**config.mk**
```make
export PLATFORM = sky130hd
export DESIGN_NAME = descriptor_ring_block_allocator
export DESIGN_NICKNAME = d
export VERILOG_FILES = /design/src/hw/rtl/dra_pkg.sv /design/src/hw/rtl/descriptor_ring_block_allocator.sv /design/src/hw/rtl/dra_cell.sv
export SDC_FILE = /design/constraint.sdc
export NUM_CORES = 1
export LEC_CHECK = 0
export BUFFER_PORTS_ARGS = -buffer_cell sky130_fd_sc_hd__buf_4
export CELL_PAD_IN_SITES_DETAIL_PLACEMENT = 0
export CELL_PAD_IN_SITES_GLOBAL_PLACEMENT = 1
export CORE_UTILIZATION = 35
export CTS_CLUSTER_DIAMETER = 40
export CTS_CLUSTER_SIZE = 28
export DETAILED_ROUTE_END_ITERATION = 6
export PLACE_DENSITY_LB_ADDON = 0.08
export SYNTH_ARGS = -nofsm -noshare
export SYNTH_HDL_FRONTEND = slang
export SYNTH_SLANG_ARGS = --single-unit
```
**constraint.sdc**
```tcl
create_clock -name clock -period 5 [get_ports clock]
set_clock_uncertainty 0.1 [all_clocks]
set_input_delay 1 -clock clock [delete_from_list [all_inputs] [get_ports clock]]
set_output_delay 1 -clock clock [all_outputs]
set_load 0.05 [all_outputs]
```
**src/hw/rtl/dra_pkg.sv**
```systemverilog
// Shared types and constants of the descriptor ring block allocator.
// No dependencies; every other file of the block imports this package.
package dra_pkg;

   localparam int unsigned DESCRIPTORS_DEFAULT = 16;
   localparam int unsigned FIELD_W = 17;
   localparam logic [FIELD_W-1:0] DATA_BYTES = 17'h10000;

   typedef enum logic [2:0] {
      STATUS_OK        = 3'd0,
      STATUS_TOO_LARGE = 3'd1,
      STATUS_RING_FULL = 3'd2,
      STATUS_OVERLAP   = 3'd3,
      STATUS_EMPTY     = 3'd4
   } status_type;

   typedef enum logic {
      CMD_PUSH = 1'b0,
      CMD_POP  = 1'b1
   } cmd_type;

   typedef struct packed {
      cmd_type            cmd;
      logic [FIELD_W-1:0] block_length;
   } req_type;

   typedef struct packed {
      status_type         status;
      logic [FIELD_W-1:0] offset;
      logic [FIELD_W-1:0] length;
      logic               last;
   } rsp_type;

   // One descriptor as it moves along the ring of cells.
   typedef struct packed {
      logic               valid;
      logic [FIELD_W-1:0] offset;
      logic [FIELD_W-1:0] length;
   } entry_type;

   typedef struct packed {
      logic shift;
      logic load;
   } cell_ctrl_type;

endpackage

```
**src/hw/rtl/descriptor_ring_block_allocator.sv**
```systemverilog
// Top level of the descriptor ring block allocator: control, write offset,
// area size register and the ring of dra_cell instances. Uses dra_pkg, dra_cell.
//
// The allocator hands out blocks of a circular data area and keeps one
// descriptor per pending block in a ring of DESCRIPTORS cells, oldest block
// in cell 0. A request is taken when start is high and busy is low. A push
// that is too large or finds the ring full answers on the cycle after it is
// taken and leaves busy low. Any other push first wraps the write offset if
// needed, then rotates the whole ring once past a single overlap comparator
// with busy high throughout, and the response appears in the first cycle in
// which busy is low again. A pop with n pending blocks streams n responses,
// one per cycle as cell 0 is drained and the ring shifts, with last set on
// the final one; busy stays high while they stream. A pop of an empty ring
// answers once with status empty on the next cycle. Every response is valid
// on rsp_payload for exactly one cycle, marked by rsp_valid, and cannot be
// held off by the receiver. The area size register may be written on any
// cycle the block is idle; values above the built size are saturated to it.
// No clearing pass is needed after reset.
module descriptor_ring_block_allocator #(
   parameter int unsigned DESCRIPTORS = dra_pkg::DESCRIPTORS_DEFAULT
) (
   input  logic                          clock,
   input  logic                          reset,
   input  logic                          start,
   output logic                          busy,
   input  dra_pkg::req_type              req_payload,
   output logic                          rsp_valid,
   output dra_pkg::rsp_type              rsp_payload,
   input  logic                          csr_write_enable,
   input  logic [dra_pkg::FIELD_W-1:0]   csr_write_data
);
   import dra_pkg::*;

   localparam int unsigned IDX_W = $clog2(DESCRIPTORS);
   localparam int unsigned CNT_W = $clog2(DESCRIPTORS + 1);
   localparam logic [IDX_W-1:0] SCAN_END = IDX_W'(DESCRIPTORS - 1);
   localparam logic [CNT_W-1:0] CNT_FULL = CNT_W'(DESCRIPTORS);

   typedef enum logic [4:0] {
      ST_IDLE   = 5'b00001,
      ST_WRAP   = 5'b00010,
      ST_SCAN   = 5'b00100,
      ST_FINISH = 5'b01000,
      ST_POP    = 5'b10000
   } state_type;

   state_type          state_ff, state_in;
   logic [FIELD_W-1:0] size_ff, size_in;
   logic [FIELD_W-1:0] write_offset_ff, write_offset_in;
   logic [FIELD_W-1:0] length_ff, length_in;
   logic [CNT_W-1:0]   count_ff, count_in;
   logic [IDX_W-1:0]   scan_ff, scan_in;
   logic               overlap_ff, overlap_in;
   logic               rsp_valid_ff, rsp_valid_in;
   rsp_type            rsp_ff, rsp_in;

   entry_type     cells [DESCRIPTORS];
   entry_type     tail_entry;
   entry_type     new_entry;
   logic          ring_shift;
   logic          ring_load;
   logic          accept;
   logic          head_hit;
   logic [FIELD_W-1:0] head_gap;

   assign accept = start && (state_ff == ST_IDLE);
   assign busy   = (state_ff != ST_IDLE);

   // During a scan the ring rotates, so the head returns to the tail and a
   // full revolution restores the order. During a pop the tail fills with
   // empty cells.
   always_comb begin
      tail_entry = cells[0];
      if (state_ff == ST_POP) begin
         tail_entry.valid = 1'b0;
      end
   end

   assign new_entry.valid  = 1'b1;
   assign new_entry.offset = write_offset_ff;
   assign new_entry.length = length_ff;

   // The pending block in cell 0 is hit when it starts inside the new block.
   assign head_gap = cells[0].offset - write_offset_ff;
   assign head_hit = cells[0].valid && (cells[0].offset >= write_offset_ff) &&
                     (head_gap < length_ff);

   always_comb begin
      state_in        = state_ff;
      size_in         = size_ff;
      write_offset_in = write_offset_ff;
      length_in       = length_ff;
      count_in        = count_ff;
      scan_in         = scan_ff;
      overlap_in      = overlap_ff;
      rsp_valid_in    = 1'b0;
      rsp_in          = rsp_ff;
      ring_shift      = 1'b0;
      ring_load       = 1'b0;

      if (csr_write_enable) begin
         size_in = (csr_write_data > DATA_BYTES) ? DATA_BYTES : csr_write_data;
      end

      unique case (state_ff)
         ST_IDLE: begin
            if (accept) begin
               length_in = req_payload.block_length;
               rsp_in.offset = '0;
               rsp_in.length = req_payload.block_length;
               rsp_in.last   = 1'b1;
               if (req_payload.cmd == CMD_POP) begin
                  if (count_ff == '0) begin
                     rsp_valid_in  = 1'b1;
                     rsp_in.status = STATUS_EMPTY;
                     rsp_in.length = '0;
                  end else begin
                     state_in = ST_POP;
                  end
               end else if (req_payload.block_length > size_ff) begin
                  rsp_valid_in  = 1'b1;
                  rsp_in.status = STATUS_TOO_LARGE;
               end else if (count_ff == CNT_FULL) begin
                  rsp_valid_in  = 1'b1;
                  rsp_in.status = STATUS_RING_FULL;
               end else begin
                  state_in = ST_WRAP;
               end
            end
         end
         ST_WRAP: begin
            // The wrap holds even if the push is later refused for overlap.
            if ((write_offset_ff > size_ff) ||
                (length_ff > (size_ff - write_offset_ff))) begin
               write_offset_in = '0;
            end
            scan_in    = '0;
            overlap_in = 1'b0;
            state_in   = ST_SCAN;
         end
         ST_SCAN: begin
            ring_shift = 1'b1;
            overlap_in = overlap_ff || head_hit;
            scan_in    = scan_ff + 1'b1;
            if (scan_ff == SCAN_END) begin
               state_in = ST_FINISH;
            end
         end
         ST_FINISH: begin
            rsp_valid_in  = 1'b1;
            rsp_in.length = length_ff;
            rsp_in.last   = 1'b1;
            if (overlap_ff) begin
               rsp_in.status = STATUS_OVERLAP;
               rsp_in.offset = '0;
            end else begin
               ring_load       = 1'b1;
               count_in        = count_ff + 1'b1;
               rsp_in.status   = STATUS_OK;
               rsp_in.offset   = write_offset_ff;
               write_offset_in = write_offset_ff + length_ff;
            end
            state_in = ST_IDLE;
         end
         ST_POP: begin
            // Pending blocks sit in cells 0 to count - 1, so cell 0 is valid
            // here and the next cell tells whether this one is the last.
            ring_shift    = 1'b1;
            rsp_valid_in  = 1'b1;
            rsp_in.status = STATUS_OK;
            rsp_in.offset = cells[0].offset;
            rsp_in.length = cells[0].length;
            rsp_in.last   = !cells[1].valid;
            if (!cells[1].valid) begin
               count_in = '0;
               state_in = ST_IDLE;
            end
         end
         default: begin
            state_in = ST_IDLE;
         end
      endcase
   end

   always_ff @(posedge clock) begin
      if (reset) begin
         state_ff        <= ST_IDLE;
         size_ff         <= DATA_BYTES;
         write_offset_ff <= '0;
         count_ff        <= '0;
         rsp_valid_ff    <= 1'b0;
      end else begin
         state_ff        <= state_in;
         size_ff         <= size_in;
         write_offset_ff <= write_offset_in;
         count_ff        <= count_in;
         rsp_valid_ff    <= rsp_valid_in;
      end
      length_ff  <= length_in;
      scan_ff    <= scan_in;
      overlap_ff <= overlap_in;
      rsp_ff     <= rsp_in;
   end

   // The ring: each cell takes its neighbor's entry on a shift, and the
   // cell just past the last pending block takes the new descriptor.
   for (genvar i = 0; i < DESCRIPTORS; i++) begin : g_cell
      cell_ctrl_type ctrl;
      entry_type     shift_entry;

      assign ctrl.shift = ring_shift;
      assign ctrl.load  = ring_load && (count_ff == CNT_W'(i));

      if (i == DESCRIPTORS - 1) begin : g_tail
         assign shift_entry = tail_entry;
      end else begin : g_body
         assign shift_entry = cells[i+1];
      end

      dra_cell u_cell (
         .clock       (clock),
         .reset       (reset),
         .ctrl        (ctrl),
         .shift_entry (shift_entry),
         .load_entry  (new_entry),
         .entry       (cells[i])
      );
   end

   assign rsp_valid   = rsp_valid_ff;
   assign rsp_payload = rsp_ff;

endmodule

```
**src/hw/rtl/dra_cell.sv**
```systemverilog
// One descriptor cell of the allocator ring.
// Depends on dra_pkg for the entry and control types.
module dra_cell (
   input  logic                  clock,
   input  logic                  reset,
   input  dra_pkg::cell_ctrl_type ctrl,
   input  dra_pkg::entry_type    shift_entry,
   input  dra_pkg::entry_type    load_entry,
   output dra_pkg::entry_type    entry
);
   import dra_pkg::*;

   entry_type entry_ff;
   entry_type entry_in;

   always_comb begin
      entry_in = entry_ff;
      if (ctrl.load) begin
         entry_in = load_entry;
      end else if (ctrl.shift) begin
         entry_in = shift_entry;
      end
   end

   // Only the valid bit needs a reset; the payload is read while valid.
   always_ff @(posedge clock) begin
      if (reset) begin
         entry_ff.valid <= 1'b0;
      end else begin
         entry_ff.valid <= entry_in.valid;
      end
      entry_ff.offset <= entry_in.offset;
      entry_ff.length <= entry_in.length;
   end

   assign entry = entry_ff;

endmodule

```
; Yosys cells after proc, flatten, opt, wreduce, memory -nomap -nowiden
; Index checks and enable logic that the tools add are counted.
; W data, S select, Z words.
[totals]
reg_bits = 665
latchBits = 0
ramBits = 0
mem_bits_ro = 0
input_bits = 39
out_inout_bits = 40
wordCells = 223
n_memories = 0
[classes]
add_sub_neg = 5
n_mul = 0
div_mod_pow = 0
n_lt_le_gt_ge = 6
eq_ne = 33
shift = 0
mux = 68
bitwise = 0
reduce_logical = 51
[op_table]
columns = operator, n
row1 = $mux W35, 32
row2 = $pmux W38 S3, 1
row3 = $mux W17, 5
row4 = $gt A17 B17 Y1, 3
row5 = $eq A5 B4 Y1 const B, 9
row6 = $mux W5, 9
row7 = $mux W38, 1
row8 = $reduce_bool A2 Y1, 19
row9 = $pmux W17 S2, 1
row10 = $sub A17 B17 Y17, 2
row11 = $eq A5 B3 Y1 const B, 5
row12 = $pmux W5 S4, 1
row13 = $logic_and A1 B1 Y1, 19
row14 = $mux W19, 1
row15 = $add A17 B17 Y17, 1
row16 = $ge A17 B17 Y1, 1
row17 = $gt A17 B17 Y1 const B, 1
row18 = $lt A17 B17 Y1, 1
row19 = $eq A5 B2 Y1 const B, 3
row20 = $mux W3, 4
row21 = $eq A5 B1 Y1 const B, 2
row22 = $eq A5 B5 Y1 const B, 2
row23 = $ne A2 B2 Y1 const B, 5
row24 = $pmux W5 S2, 1
row25 = other kinds (19), 34

; Depth between registers and ports, before layout
[logic_depth]
ltp_word = 6
depth_mapped = 19
ltp_nobuf = 18

; Cells and area by module
; Synthesis repeated with hierarchy kept, for this count alone.
[hier_totals]
cells_unflattened = 2101
hier_area_um2 = 34033.9
[by_module_without_submodules]
columns = mod, instances, cells_each, area_per_inst_um2, seq_area_each_um2
row1 = dra_cell, 16, 78, 1641.6, 1041.0
row2 = descriptor_ring_block_allocator, 1, 853, 7768.7, 2702.6

; Worst setup path after synthesis
; OpenSTA, ideal clock, no wires.
[synth_path]
path_type = register to register
startpoint = register write_offset_ff[1]
endpoint = register write_offset_ff[10]
setup_time_ns = 0.071
arrival_ns = 3.986
t_required_ns = 4.829
slack_ns = 0.844
stages_incl_launch_ff = 20
n_path_buf = 2
synth_period_minus_slack_ns = 4.156
path_cell_list = dfxtp_1 -> inv_1 -> clkbuf_1 -> ha_1 -> nor2b_1 -> o31a_1 -> o31a_1 -> o211ai_1 -> a21o_1 -> nor3_1 -> a311oi_1 -> ha_1 -> nand4_1 -> or3_1 -> o21bai_1 -> o2111ai_1 -> o311a_1 -> clkbuf_1 -> o211ai_1 -> a21oi_1
[synth_between]
elab_chain_cells = 5
word_cells_on_any_way = 9
cone_classes = add/sub (2) / order compare (2) / eq/ne (1) / mux (2) / reduce/logical (2)
[synth_rtl]
columns = element, line
row1 = "start, declared", descriptor_ring_block_allocator.sv:49  ; logic [FIELD_W-1:0] write_offset_ff, write_offset_in;
row2 = "start signal, assigned", descriptor_ring_block_allocator.sv:195  ; write_offset_ff <= write_offset_in;
row3 = $sub A17 B17 Y17, descriptor_ring_block_allocator.sv:134  ; (length_ff > (size_ff - write_offset_ff))) begin
row4 = $gt A17 B17 Y1, descriptor_ring_block_allocator.sv:134
row5 = $logic_or A1 B1 Y1, descriptor_ring_block_allocator.sv:133  ; if ((write_offset_ff > size_ff) ||
row6 = $ne A2 B2 Y1 (no source line), -
row7 = $reduce_and A3 Y1 (no source line), -
; Several ways; a longest one is shown, not always the timed one. The select of a mux whose other input is x is not followed.
; A chain may end at the register's enable or synchronous reset.

; Final worst setup path
[layout_path]
startpoint = register write_offset_ff[1]
endpoint = register write_offset_ff[3]
; The elaborated chain is that of the path after synthesis.

==> results_tabular.tex <==
\begin{tabular}{lr}
\hline
Metric & Value \\
\hline
\multicolumn{2}{l}{\textbf{Route}} \\
Post-route DRC violation count & 1 \\
Routed Antenna Nets & 0 \\
Routed wire length & 98640 um \\
Number of optimization iterations in the first detailed-route pass & 6 \\
Via total after detailed routing & 21.77k \\
Via/cell ratio & 5.370 \\
Violation count after the first detailed-routing iteration & 1546 \\
DR WL/cell & 24.34 um \\
\multicolumn{2}{l}{\textbf{Synth}} \\
Simple-gate area share of the yosys netlist & 0.1170 \\
Number of standard cells after synthesis & 2733 \\
Share of cell area taken by muxes after synthesis & 0.006603 \\
Number of synthesis warnings & 0 \\
Sequential cell area fraction in the yosys report & 0.6385 \\
Number of enable-type register cells in the synthesized netlist & 604 \\
Syn\_nets & 2881 \\
Number of unique standard cell types used by synthesis & 70 \\
Post-Synth XOR/XNOR Area & 0.01040 \\
Primary FF master, synth & edfxtp\_1 \\
Main combinational cell family by area after synthesis & compound AO/OA/AOI/OAI gates \\
Synthesized-area fraction occupied by ao, oa, aoi and oai cells & 0.1470 \\
Share of flip-flops with an asynchronous set or reset & 0 \\
Synth Cell Area & 30320 um2 \\
Post-Synth Adder-Cell Area & 0.04573 \\
Number of register bits inferred by synthesis & 665 \\
Average footprint of a synthesized cell & 11.09 um2 \\
\multicolumn{2}{l}{\textbf{CTS}} \\
Clock transition time at the flip-flop clock pins of the worst setup and hold paths & 0.05 ns \\
CTS Hold Bufs & 0 \\
Clock Root Buffer & clkbuf\_16 \\
Total number of H-tree levels & 3 \\
Post\_cts resized & 0 \\
Maximum buffer depth of the clock tree & 3 \\
Clock latency reported for the late side of the worst-skew pair & 0.67 ns \\
CTS tree & built \\
Total number of clock tree sinks & 665 \\
Number of buffers added by the clock tree synthesis step & 111 \\
Total setup buffers inserted after CTS & 0 \\
\multicolumn{2}{l}{\textbf{Min path}} \\
Kind of path behind the tightest hold check & reg -> reg \\
Hold path startpoint & g\_cell[9].u\_cell.entry[34]\$\_SDFFE\_PP0P\_ \\
\multicolumn{2}{l}{\textbf{Power and ir drop}} \\
Switching power total & 3.671 mW \\
Maximum resistive drop on vdd & 0.3301 mV \\
Logic pwr share & 0.066 \\
Cell area power density & 420.3 nW/um2 \\
Fraction of power consumed by sequential logic & 0.415 \\
Part of the total power dissipated in the clock network & 0.519 \\
Switching fraction of total power & 0.2418 \\
Power Internal & 11.51 mW \\
LEAKAGE & 13.80 nW \\
\multicolumn{2}{l}{\textbf{Global route}} \\
Total routing usage reported by global routing & 0.2274 \\
Wire length of the first global-routing pass & 145700 um \\
Pin count of the biggest net entering global routing & 70 \\
Number of antenna violations at the first check in global routing & 3 \\
Aggregate global routing overflow & 0 \\
Number of global-route vias before repair & 21.85k \\
\multicolumn{2}{l}{\textbf{Floorplanning}} \\
DIE WIDTH & 296.3 um \\
Overall die area & 87800 um2 \\
Core Region & 85410 um2 \\
Starting Density & 0.3549 \\
Die height & 296.3 um \\
I/O pin cnt & 79 \\
Count of standard-cell rows & 107 \\
\multicolumn{2}{l}{\textbf{Worst setup path}} \\
Max FO, Critical Path & 11 \\
Crit path from & write\_offset\_ff[1]\$\_SDFFE\_PP0P\_ \\
Worst reg2reg path startpoint & write\_offset\_ff[1]\$\_SDFFE\_PP0P\_ \\
Arrival time reported for the critical path endpoint & 5.07 ns \\
Required time of the critical path & 5.47 ns \\
Startpoint type of the worst setup path & flop \\
Critical path endpoint category & flop \\
Worst Path Class, Setup & reg -> reg \\
\multicolumn{2}{l}{\textbf{Layout}} \\
Layout fillers & 8313 \\
Register Area & 19360 um2 \\
Fraction of final layout cells with drive strength greater than 1 & 0.1311 \\
Area taken by multi-input logic gates & 9978 um2 \\
Post-synthesis to final-layout area growth & 19.17\% \\
Most used cells in the layout excluding fill and tap cells & nand2\_1, edfxtp\_1, o21ai\_0 \\
Number of nets in the layout & 2959 \\
Most common library cell in the layout ignoring fill and taps & nand2\_1 \\
Fin cells & 4053 \\
Share of the core filled with cells in the final layout & 0.4230 \\
\multicolumn{2}{l}{\textbf{STA}} \\
Worst hold slack across all endpoints & 0.3738 ns \\
Unrepaired setup endpoints after global routing & false \\
Minimum clock period after layout & 4.599 ns \\
Count of final setup violators & 0 \\
TNS Setup & 0 ns \\
Hold Vio Cnt, Final & 0 \\
Peak clock frequency supported by timing & 0.2174 GHz \\
Worst rel slew slack & 0.3330 \\
Share of the cycle needed by the critical path after routing & 0.9199 \\
Transition time of the tightest slew-check pin & 0.9980 ns \\
Final Max Tran Viols & 0 \\
\multicolumn{2}{l}{\textbf{Placed design}} \\
Total placed cells including tap cells & 3842 \\
HPWL after detailed placement & 62970 um \\
Port bufs & 78 \\
Global placer's final weighted congestion & 0.8693 \\
\multicolumn{2}{l}{\textbf{Status}} \\
Outcome & finished, violations left \\
Failing checks & DRC \\
\multicolumn{2}{l}{\textbf{Flow run}} \\
Number of maximum-capacitance constraint violations & 0 \\
\hline
\end{tabular}
[stage by stage]
step                power, mW  worst slack (ns)  instance area, um2
finish                  15.18            0.4007               36130
global route            15.66          0.003755               36120
CTS                     15.35            0.3902               36120
detailed placement      7.425            0.4455               32230
global placement        7.423            0.4584               32230
floorplan               7.000            0.8435               30320
[sequential cells by signal, summed over array words and instances, names as in the netlist]
register	flops
g_cell.u_cell.entry	560
count_ff	5
rsp_payload	38
length_ff	17
scan_ff	4
rsp_valid	1
overlap_ff	1
write_offset_ff	17
size_ff	17
state_ff	5
[routing by layer]
metal | vias to the layer above | part of all wire | GRT usage | wire length (um)
li1 | 10100 | - | - | -
met4 | 0 | 0.035 | 0.08662 | 3415
met2 | 576 | 0.44 | 0.3469 | 43890
met5 | - | 0 | 0 | 0
met1 | 10930 | 0.47 | 0.3211 | 46040
met3 | 164 | 0.054 | 0.04094 | 5299
[critical path: stages (launching register included)]
cell,delay [ns]
dfxtp_1,0.50
inv_1,0.14
ha_1,0.28
nor2b_1,0.14
o31a_1,0.28
o31a_1,0.30
o211ai_1,0.30
a21o_1,0.20
nor3_1,0.06
a311oi_1,0.26
ha_1,0.19
nand4_1,0.11
or3_1,0.43
o21bai_1,0.18
o2111ai_1,0.13
o311a_1,0.59
o211ai_1,0.16
a21oi_1,0.17
[logic make-up (layout without fill, tap and decap cells)]
group	Yosys count	in the layout
compound gates	787	787
xor+xnor	36	36
fa+ha+maj	109	109
buf+inv	272	445
flops	665	665
mux	18	18
other cells	0	3
simple gates	846	846
[Yosys cell counts, types with 10 or more instances]
cell type | instances | area share
nand2_1 | 642 | 0.079
edfxtp_1 | 604 | 0.60
o21ai_0 | 570 | 0.094
clkbuf_1 | 150 | 0.019
ha_1 | 106 | 0.044
inv_1 | 88 | 0.011
nor2_1 | 67 | 0.0083
dfxtp_1 | 61 | 0.040
a21oi_1 | 49 | 0.0081
buf_2 | 26 | 0.0043
nand3_1 | 26 | 0.0043
a31oi_1 | 25 | 0.0052
a21o_1 | 21 | 0.0052
nor3_1 | 18 | 0.0030
xnor2_1 | 18 | 0.0052
xor2_1 | 18 | 0.0052
a222oi_1 | 17 | 0.0056
mux2_2 | 16 | 0.0059
a2bb2oi_1 | 15 | 0.0043
o211ai_1 | 14 | 0.0035
and3_1 | 13 | 0.0027
nand4_1 | 13 | 0.0027
o21a_1 | 12 | 0.0030
nor2b_1 | 10 | 0.0021
[worst paths after layout]
path / to / slack (ns) / depth (start not counted)
max: write_offset_ff[3]$_SDFFE_PP0P_ / 0.40 / 17
min: g_cell[8].u_cell.entry[34]$_SDFFE_PP0P_ / 0.37 / 2
max reg2reg: write_offset_ff[3]$_SDFFE_PP0P_ / 0.40 / 17
min reg2reg: g_cell[8].u_cell.entry[34]$_SDFFE_PP0P_ / 0.37 / 2
[cell type report]
cell class | count | area share
Clock buffer | 125 | 0.07921
Multi-Input combinational cell | 1796 | 0.2762
Antenna cell | 3 | 0.0002078
Tap cell | 1144 | 0.03962
Sequential cell | 665 | 0.5358
Inverter | 94 | 0.009767
Clock inverter | 83 | 0.02840
Timing Repair Buffer | 143 | 0.03075
[power groups by stage]
stage	Clock, mW	Sequential [mW]	Combinational (mW)
after detailed placement	0	6.41	1.01
final	7.88	6.30	1.00
after global routing	8.26	6.32	1.09
after global placement	0	6.41	1.01
after CTS	8.02	6.31	1.02
after floorplan	0	6.52	0.475
No activity file was read; power rests on OpenSTA's default activity.
